**src/design/csvfs_pkg.sv**
```systemverilog
`timescale 1ns / 1ps
// ----------------------------------------------------------------------------
// csvfs_pkg
// shared types and constants of the csv field splitter
// ----------------------------------------------------------------------------
package csvfs_pkg;

	localparam int MAX_FIELDS = 16;
	localparam int CNT_W      = $clog2(MAX_FIELDS + 1);
	localparam int NUM_W      = 4;

	localparam logic [CNT_W-1:0] MAX_FIELDS_RESET = CNT_W'(12);

	localparam logic [7:0] QUOTE_CHAR = 8'h22;
	localparam logic [7:0] COMMA_CHAR = 8'h2C;

	typedef enum logic [2:0] {
		MODE_START  = 3'd0,
		MODE_PLAIN  = 3'd1,
		MODE_QUOTED = 3'd2,
		MODE_QEND   = 3'd3,
		MODE_SKIP   = 3'd4,
		MODE_FULL   = 3'd5
	} mode_t;

	typedef struct packed {
		logic             content_valid;
		logic [7:0]       content_byte;
		logic             field_done;
		logic [NUM_W-1:0] field_number;
		logic             line_done;
		logic [CNT_W-1:0] field_count;
	} result_t;

	typedef struct packed {
		mode_t            mode;
		logic [CNT_W-1:0] seen;
	} parse_state_t;

endpackage

```
**src/design/csvfs_step.sv**
```systemverilog
`timescale 1ns / 1ps
// ----------------------------------------------------------------------------
// csvfs_step
// one-byte parse step: next state and the optional result
// ----------------------------------------------------------------------------
module csvfs_step (
	input  logic                      kind,
	input  logic [7:0]                data_byte,
	input  logic [csvfs_pkg::CNT_W-1:0] max_fields,
	input  csvfs_pkg::parse_state_t   cur,
	output csvfs_pkg::parse_state_t   nxt,
	output logic                      res_valid,
	output csvfs_pkg::result_t        res
);

	logic [csvfs_pkg::CNT_W-1:0] limit;
	logic [csvfs_pkg::CNT_W-1:0] seen_inc;
	logic                        last;
	logic                        full_after;
	logic                        is_quote;
	logic                        is_comma;
	logic                        open;
	csvfs_pkg::mode_t            mode_eff;

	// clamp limit to 1..MAX_FIELDS
	always_comb begin
		if (max_fields == '0) begin
			limit = csvfs_pkg::CNT_W'(1);
		end else if (max_fields > csvfs_pkg::CNT_W'(csvfs_pkg::MAX_FIELDS)) begin
			limit = csvfs_pkg::CNT_W'(csvfs_pkg::MAX_FIELDS);
		end else begin
			limit = max_fields;
		end
	end

	assign seen_inc   = cur.seen + csvfs_pkg::CNT_W'(1);
	assign last       = seen_inc >= limit;
	assign full_after = seen_inc >= limit;
	assign is_quote   = data_byte == csvfs_pkg::QUOTE_CHAR;
	assign is_comma   = data_byte == csvfs_pkg::COMMA_CHAR;
	assign open       = (cur.mode == csvfs_pkg::MODE_PLAIN) ||
	                    (cur.mode == csvfs_pkg::MODE_QUOTED) ||
	                    (cur.mode == csvfs_pkg::MODE_QEND);

	always_comb begin
		nxt       = cur;
		res_valid = 1'b0;
		res       = '0;
		mode_eff  = cur.mode;
		if ((cur.mode == csvfs_pkg::MODE_START) && (cur.seen >= limit)) begin
			mode_eff = csvfs_pkg::MODE_FULL;
		end

		if (kind) begin
			// end of line: close any open field, report count
			res_valid          = 1'b1;
			res.line_done      = 1'b1;
			res.field_done     = open;
			res.field_number   = open ? cur.seen[csvfs_pkg::NUM_W-1:0] : '0;
			res.field_count    = open ? seen_inc : cur.seen;
			nxt.mode           = csvfs_pkg::MODE_START;
			nxt.seen           = '0;
		end else begin
			case (mode_eff)
				csvfs_pkg::MODE_START: begin
					if (is_quote) begin
						nxt.mode = csvfs_pkg::MODE_QUOTED;
					end else if (is_comma && !last) begin
						res_valid        = 1'b1;
						res.field_done   = 1'b1;
						res.field_number = cur.seen[csvfs_pkg::NUM_W-1:0];
						nxt.seen         = seen_inc;
						nxt.mode         = full_after ? csvfs_pkg::MODE_FULL
						                              : csvfs_pkg::MODE_START;
					end else begin
						res_valid         = 1'b1;
						res.content_valid = 1'b1;
						res.content_byte  = data_byte;
						res.field_number  = cur.seen[csvfs_pkg::NUM_W-1:0];
						nxt.mode          = csvfs_pkg::MODE_PLAIN;
					end
				end
				csvfs_pkg::MODE_PLAIN: begin
					res_valid        = 1'b1;
					res.field_number = cur.seen[csvfs_pkg::NUM_W-1:0];
					if (is_comma && !last) begin
						res.field_done = 1'b1;
						nxt.seen       = seen_inc;
						nxt.mode       = full_after ? csvfs_pkg::MODE_FULL
						                            : csvfs_pkg::MODE_START;
					end else begin
						res.content_valid = 1'b1;
						res.content_byte  = data_byte;
					end
				end
				csvfs_pkg::MODE_QUOTED: begin
					if (is_quote) begin
						nxt.mode = csvfs_pkg::MODE_QEND;
					end else begin
						res_valid         = 1'b1;
						res.content_valid = 1'b1;
						res.content_byte  = data_byte;
						res.field_number  = cur.seen[csvfs_pkg::NUM_W-1:0];
					end
				end
				csvfs_pkg::MODE_QEND: begin
					res_valid        = 1'b1;
					res.field_number = cur.seen[csvfs_pkg::NUM_W-1:0];
					if (is_quote) begin
						// doubled quote
						res.content_valid = 1'b1;
						res.content_byte  = data_byte;
						nxt.mode          = csvfs_pkg::MODE_QUOTED;
					end else begin
						res.field_done = 1'b1;
						nxt.seen       = seen_inc;
						if (full_after) begin
							nxt.mode = csvfs_pkg::MODE_FULL;
						end else if (is_comma) begin
							nxt.mode = csvfs_pkg::MODE_START;
						end else begin
							nxt.mode = csvfs_pkg::MODE_SKIP;
						end
					end
				end
				csvfs_pkg::MODE_SKIP: begin
					if (is_comma) begin
						nxt.mode = csvfs_pkg::MODE_START;
					end
				end
				default: begin
					nxt.mode = csvfs_pkg::MODE_FULL;
				end
			endcase
		end
	end

endmodule

```
**src/design/csv_field_splitter.sv**
```systemverilog
`timescale 1ns / 1ps
// ----------------------------------------------------------------------------
// csv_field_splitter
// splits a stream of line bytes into comma-separated fields
// ----------------------------------------------------------------------------
// One request per line byte (tuser = 0) and one end-of-line request
// (tuser = 1). Each request yields at most one result: an unescaped content
// byte, a field-end mark, or for end of line a line-done result (tlast) with
// the field count. Quoted fields drop their enclosing quotes and fold a
// doubled quote into one; bytes after a closing quote up to the next comma
// are dropped. The field at the last allowed index takes the rest of the line
// if it is unquoted; once the limit is met further bytes give no result.
// Throughput is one request per clock unless the result side stalls: the
// input register and the result register are split by a single parse step,
// and the mode and field counter feed back within the same cycle. A request
// is registered, then its result. cfg_data (max_fields, reset 12, 0 acts as
// 1, above 16 acts as 16) may be written only while no request is in flight.
module csv_field_splitter (
	input  logic        clk,
	input  logic        arst_n,
	// config write channel
	input  logic        cfg_valid,
	output logic        cfg_ready,
	input  logic [4:0]  cfg_data,       // [4:0] max_fields
	// input stream
	input  logic        s_axis_tvalid,
	output logic        s_axis_tready,
	input  logic [7:0]  s_axis_tdata,   // [7:0] data_byte
	input  logic        s_axis_tuser,   // [0] kind
	// result stream
	output logic        m_axis_tvalid,
	input  logic        m_axis_tready,
	output logic [23:0] m_axis_tdata,   // [7:0] content_byte, [11:8] field_number,
	                                    // [16:12] field_count, rest zero
	output logic [1:0]  m_axis_tuser,   // [0] content_valid, [1] field_done
	output logic        m_axis_tlast    // line_done
);

	// configuration register
	logic [csvfs_pkg::CNT_W-1:0] max_fields_q;

	// input register
	logic       s1_valid;
	logic       kind_s1;
	logic [7:0] byte_s1;

	// parse state
	csvfs_pkg::parse_state_t state_q;
	csvfs_pkg::parse_state_t state_nxt;

	// result register
	logic               out_valid_q;
	csvfs_pkg::result_t out_q;

	logic               res_valid;
	csvfs_pkg::result_t res;
	logic               out_free;
	logic               s1_adv;

	// result slot free when empty or being drained this cycle
	assign out_free      = !out_valid_q || m_axis_tready;
	assign s1_adv        = s1_valid && out_free;
	assign s_axis_tready = !s1_valid || out_free;
	assign cfg_ready     = 1'b1;

	always_ff @(posedge clk or negedge arst_n) begin
		if (!arst_n) begin
			max_fields_q <= csvfs_pkg::MAX_FIELDS_RESET;
		end else if (cfg_valid && cfg_ready) begin
			max_fields_q <= cfg_data;
		end
	end

	// input stage
	always_ff @(posedge clk or negedge arst_n) begin
		if (!arst_n) begin
			s1_valid <= 1'b0;
		end else if (s_axis_tvalid && s_axis_tready) begin
			s1_valid <= 1'b1;
		end else if (s1_adv) begin
			s1_valid <= 1'b0;
		end
	end

	always_ff @(posedge clk) begin
		if (s_axis_tvalid && s_axis_tready) begin
			kind_s1 <= s_axis_tuser;
			byte_s1 <= s_axis_tdata;
		end
	end

	csvfs_step u_step (
		.kind       (kind_s1),
		.data_byte  (byte_s1),
		.max_fields (max_fields_q),
		.cur        (state_q),
		.nxt        (state_nxt),
		.res_valid  (res_valid),
		.res        (res)
	);

	// parse state advances only when the item moves on
	always_ff @(posedge clk or negedge arst_n) begin
		if (!arst_n) begin
			state_q.mode <= csvfs_pkg::MODE_START;
			state_q.seen <= '0;
		end else if (s1_adv) begin
			state_q <= state_nxt;
		end
	end

	// result register
	always_ff @(posedge clk or negedge arst_n) begin
		if (!arst_n) begin
			out_valid_q <= 1'b0;
		end else if (s1_adv) begin
			out_valid_q <= res_valid;
		end else if (m_axis_tready) begin
			out_valid_q <= 1'b0;
		end
	end

	always_ff @(posedge clk) begin
		if (s1_adv) begin
			out_q <= res;
		end
	end

	assign m_axis_tvalid = out_valid_q;
	assign m_axis_tdata  = {7'b0, out_q.field_count, out_q.field_number, out_q.content_byte};
	assign m_axis_tuser  = {out_q.field_done, out_q.content_valid};
	assign m_axis_tlast  = out_q.line_done;

	// field counter never passes the hard limit
	assert property (@(posedge clk) disable iff (!arst_n)
		state_q.seen <= csvfs_pkg::CNT_W'(csvfs_pkg::MAX_FIELDS))
		else $error("field counter above limit");

	// an end-of-line item leaves a fresh line behind
	assert property (@(posedge clk) disable iff (!arst_n)
		(s1_adv && kind_s1) |=>
		(state_q.seen == '0) && (state_q.mode == csvfs_pkg::MODE_START))
		else $error("line state not cleared after end of line");

	// a result is content or a field end, never both
	assert property (@(posedge clk) disable iff (!arst_n)
		m_axis_tvalid |-> !(m_axis_tuser[0] && m_axis_tuser[1]))
		else $error("content and field end on one result");

	// count only on line results, and within range
	assert property (@(posedge clk) disable iff (!arst_n)
		(m_axis_tvalid && !m_axis_tlast) |-> (m_axis_tdata[16:12] == 5'd0))
		else $error("field count outside line result");

	assert property (@(posedge clk) disable iff (!arst_n)
		(m_axis_tvalid && m_axis_tlast) |->
		(m_axis_tdata[16:12] <= 5'(csvfs_pkg::MAX_FIELDS)))
		else $error("field count above limit");

endmodule

```
**config.mk**
```make
export PLATFORM = sky130hd
export DESIGN_NAME = csv_field_splitter
export DESIGN_NICKNAME = d
export VERILOG_FILES = /design/src/design/csvfs_pkg.sv /design/src/design/csvfs_step.sv /design/src/design/csv_field_splitter.sv
export SDC_FILE = /design/constraint.sdc
export NUM_CORES = 1
export LEC_CHECK = 0
export ABC_CLOCK_PERIOD_IN_PS = 3170
export BUFFER_PORTS_ARGS = -buffer_cell sky130_fd_sc_hd__buf_2
export CORE_AREA = 2 2 104 106
export DETAILED_ROUTE_END_ITERATION = 10
export DIE_AREA = 0 0 106 108
export GPL_TIMING_DRIVEN = 0
export PLACE_DENSITY_LB_ADDON = 0.15
export SYNTH_ARGS = -nofsm -noshare
export SYNTH_HDL_FRONTEND = slang
export SYNTH_SLANG_ARGS = --single-unit
```
**constraint.sdc**
```tcl
create_clock -name clk -period 3.17 [get_ports clk]
set_clock_uncertainty 0.15 [all_clocks]
set_input_delay 0.1585 -clock clk [delete_from_list [all_inputs] [get_ports clk]]
set_output_delay 0.1585 -clock clk [all_outputs]
set_load 0.03 [all_outputs]
```
==> flow_metrics.env <==
export IMPL_hold_class="in -> reg"
export IMPL_p_clk_frac=0.175
export IMPL_synthTopCellsByArea="edfxtp_1 (35%), dfrtp_1 (13%), ha_1 (6.5%), nand2_1 (3.6%), and2_1 (3.2%)"
export IMPL_swShare=0.421
export IMPL_critical_path_buf_inv_count=1
export IMPL_grt_pass1_vias=1898
export IMPL_postRouteAntennaNets=0
export IMPL_fin_cells=439
export IMPL_core_area_sq_um=10200
export IMPL_cp_slowest_cell="or3_4"
export IMPL_io_buffers=40
export IMPL_most_common_layout_cells="buf_2 (42), edfxtp_1 (29), nand2_1 (24)"
export IMPL_fmax_mhz=335
export IMPL_syn_cell_area_sq_um=2520
export IMPL_syn_to_final_growth_pct=30.2
export IMPL_pwr_share_seq=0.343
export IMPL_track_usage=0.109
export IMPL_ys_types=57
export IMPL_die_w_microns=106
export IMPL_post_drt_wl_per_cell_microns=13.4
export IMPL_startpoint_type="flop"
export IMPL_cts_buffer_depth=2
export IMPL_grt_start_max_net_pins=22
export IMPL_synthDominantCellAreaShare=0.346
export IMPL_period_needed_ns=2.99
export IMPL_drive_gt1_frac=0.300
export IMPL_final_common_cell="buf_2"
export IMPL_drt_pass1_iterations=4
export IMPL_slew_headroom=0.428
export IMPL_start_util=0.246
export IMPL_cts_sinks=44
export IMPL_p_comb_frac=0.483
export IMPL_cts_max_level=2
export IMPL_final_hold_viol_count=0
export IMPL_synth_edf_count=29
export IMPL_yosys_warnings=0
export IMPL_drc_errors=0
export IMPL_cts_tree="yes"
export IMPL_highest_layer="met4"
export IMPL_viasPerCell=4.38
export IMPL_place_inst=413
export IMPL_netlist_instances=231
export IMPL_dieArea_sq_um=11400
export IMPL_p_leak_nw=1.30
export IMPL_outcome="complete, no violations"
export IMPL_grt_pass1_wl_microns=9670
export IMPL_p_int_mw=1.48
export IMPL_crit_required_ns=3.25
export IMPL_grt_overflow_total=0
export IMPL_setup_viol=0
export IMPL_drv_slew=0
export IMPL_post_dp_hpwl_microns=4350
export IMPL_num_vias=1925
export IMPL_synthArstFlopShare=0.341
export IMPL_gp_congestion=0.804
export IMPL_first_iter_violations=87
export IMPL_wl_met3_microns=246
export IMPL_ios=49
export IMPL_crit_path_max_fanout=8
export IMPL_row_count=37
export IMPL_vdd_drop_max_mv=0.203
export IMPL_cts_buffers=5
export IMPL_wl_met2_microns=2680
export IMPL_clkLatencyLatePin_ns=0.31
export IMPL_synth_seq_cells=44
export IMPL_num_antenna_cells=0
export IMPL_tns_ns=0
export IMPL_wl_met1_microns=2790
export IMPL_tightest_slew_ns=0.857
export IMPL_max_stage_delay_ns=0.45
export IMPL_switchingPower_mw=1.08
export IMPL_path_cells="buf_2, nand3_1, or2_2, nand2_1, ha_1, nor2_1, nor2_1, a311oi_2, o41ai_4, or3_4, o211ai_2"
export IMPL_cts_root_buf="clkbuf_8"
export IMPL_path_clk_slew_ns=0.09
export IMPL_syn_avg_cell_area_sq_um=10.9
export IMPL_finalPower_mw=2.56
export IMPL_ys_seq_area_frac=0.496
export IMPL_path_delay_family="simple AND/OR/NAND/NOR gates"
export IMPL_layout_nets=334
export IMPL_antenna_found_initial=0
export IMPL_crit_path_end_kind="flop"
export IMPL_fillers=1069
export IMPL_rsz0062_at_grt="false"
export IMPL_die_h_microns=108
export IMPL_wirelength_microns=5860
export IMPL_crit_type="reg -> reg"
export IMPL_hold_worst_slack_ns=0.0244
export IMPL_path_common_cell="nor2_1"
export IMPL_fin_crit_sh=0.943
export IMPL_synth_main_ff_cell="edfxtp_1"
export IMPL_drv_cap=0
export IMPL_pwr_density_cell_nw_per_um2=782
export IMPL_netlist_top_cell_by_area="edfxtp_1"
export IMPL_worstPathArrival_ns=3.07
[sequential cells by signal, summed over array words and instances (netlist names)]
register and cells:
m_axis_tdata 17, byte_s1 8, state_q 8, max_fields_q 5
m_axis_tuser 2, kind_s1 1, m_axis_tlast 1, m_axis_tvalid 1
s1_valid 1
[synth_stat cells, types with 2 or more instances]
| cell type | n |
|---|---|
| ha_1 | 13 |
| nor3b_1 | 2 |
| o211ai_1 | 3 |
| dfrtp_1 | 13 |
| or2_2 | 2 |
| and2_1 | 13 |
| o2bb2ai_1 | 2 |
| o22ai_1 | 2 |
| xnor2_1 | 3 |
| a21o_1 | 3 |
| nor2b_1 | 3 |
| o21ai_0 | 9 |
| nand2b_1 | 5 |
| clkbuf_1 | 6 |
| nor4b_1 | 2 |
| edfxtp_1 | 29 |
| o211ai_2 | 3 |
| nand3_1 | 5 |
| a21oi_1 | 7 |
| dfstp_2 | 2 |
| conb_1 | 2 |
| a221o_1 | 2 |
| a2111oi_2 | 2 |
| o21ai_1 | 3 |
| inv_1 | 11 |
| mux2_2 | 4 |
| buf_4 | 8 |
| nand2_1 | 24 |
| nor3_1 | 8 |
| xor2_1 | 2 |
| nor2_1 | 12 |
[power groups by stage]
| stage | registers (mW) | logic (mW) | clock network, mW |
|---|---|---|---|
| after floorplan | 1.03 | 0.714 | 0 |
| after global placement | 0.891 | 1.15 | 0 |
| after detailed placement | 0.893 | 1.15 | 0 |
| after CTS | 0.876 | 1.21 | 0.464 |
| after global routing | 0.900 | 1.38 | 0.479 |
| final | 0.878 | 1.24 | 0.448 |
[path summary, 6_finish.rpt]
kind,startpoint,endpoint,slack (ns),cells past startpoint
min in group asynchronous,arst_n,state_q[5],0.14,2
hold reg to reg,max_fields_q[0],max_fields_q[0],0.38,1
hold / removal,m_axis_tready,s1_valid,0.02,4
setup / recovery,state_q[2],state_q[3],0.18,11
max in group asynchronous,arst_n,max_fields_q[3],2.42,2
setup reg to reg,state_q[2],state_q[3],0.18,11
[worst min-delay path, stage by stage]
cell      delay (ns)
buf_2           0.08
nor2b_1         0.05
nand2_1         0.10
nand2b_1        0.06
[cell type report]
class | count | area (sq um) | share of cell area
well taps | 136 | 170 | 0.0519
flip-flops and latches | 44 | 1250 | 0.382
repair buffers | 58 | 378 | 0.115
inverters | 11 | 41.3 | 0.0126
plain buffers | 15 | 88.8 | 0.0271
multi-input cells | 167 | 1230 | 0.376
clock inverters | 3 | 46.3 | 0.0141
clock buffers | 5 | 68.8 | 0.0210
[cell families after synthesis]
logic type / after synthesis / share of synthesized area
AO/OA/AOI/OAI: 53 / 0.169
AND/OR/NAND/NOR: 83 / 0.176
other: 2 / 0.00298
flip-flops: 44 / 0.496
XOR/XNOR: 5 / 0.0174
buffers and inverters: 26 / 0.0512
multiplexers: 5 / 0.0219
adder cells (fa/ha/maj): 13 / 0.0646
[repair_timing]
item,CTS,global route
hold buffers,17,0
setup endpoints to repair,15,14
setup buffers,1,0
pin swaps,0,3
hold endpoints to repair,30,0
resized for setup,6,10
[metal layers]
layer	vias up	track usage
li1	981	-
met1	895	0.143
met2	40	0.174
met3	9	0.0247
met4	0	0.0470
met5	-	0
[stage by stage]
step                worst slack [ns]  utilization  area, sq um
floorplan                      0.320            -         2540
global placement              -0.148        0.284         2910
CTS                          0.00735        0.316         3240
detailed placement            -0.137        0.284         2910
global route                 0.00570        0.320         3280
finish                         0.181        0.320         3280
(Power assumes the default switching activity.)
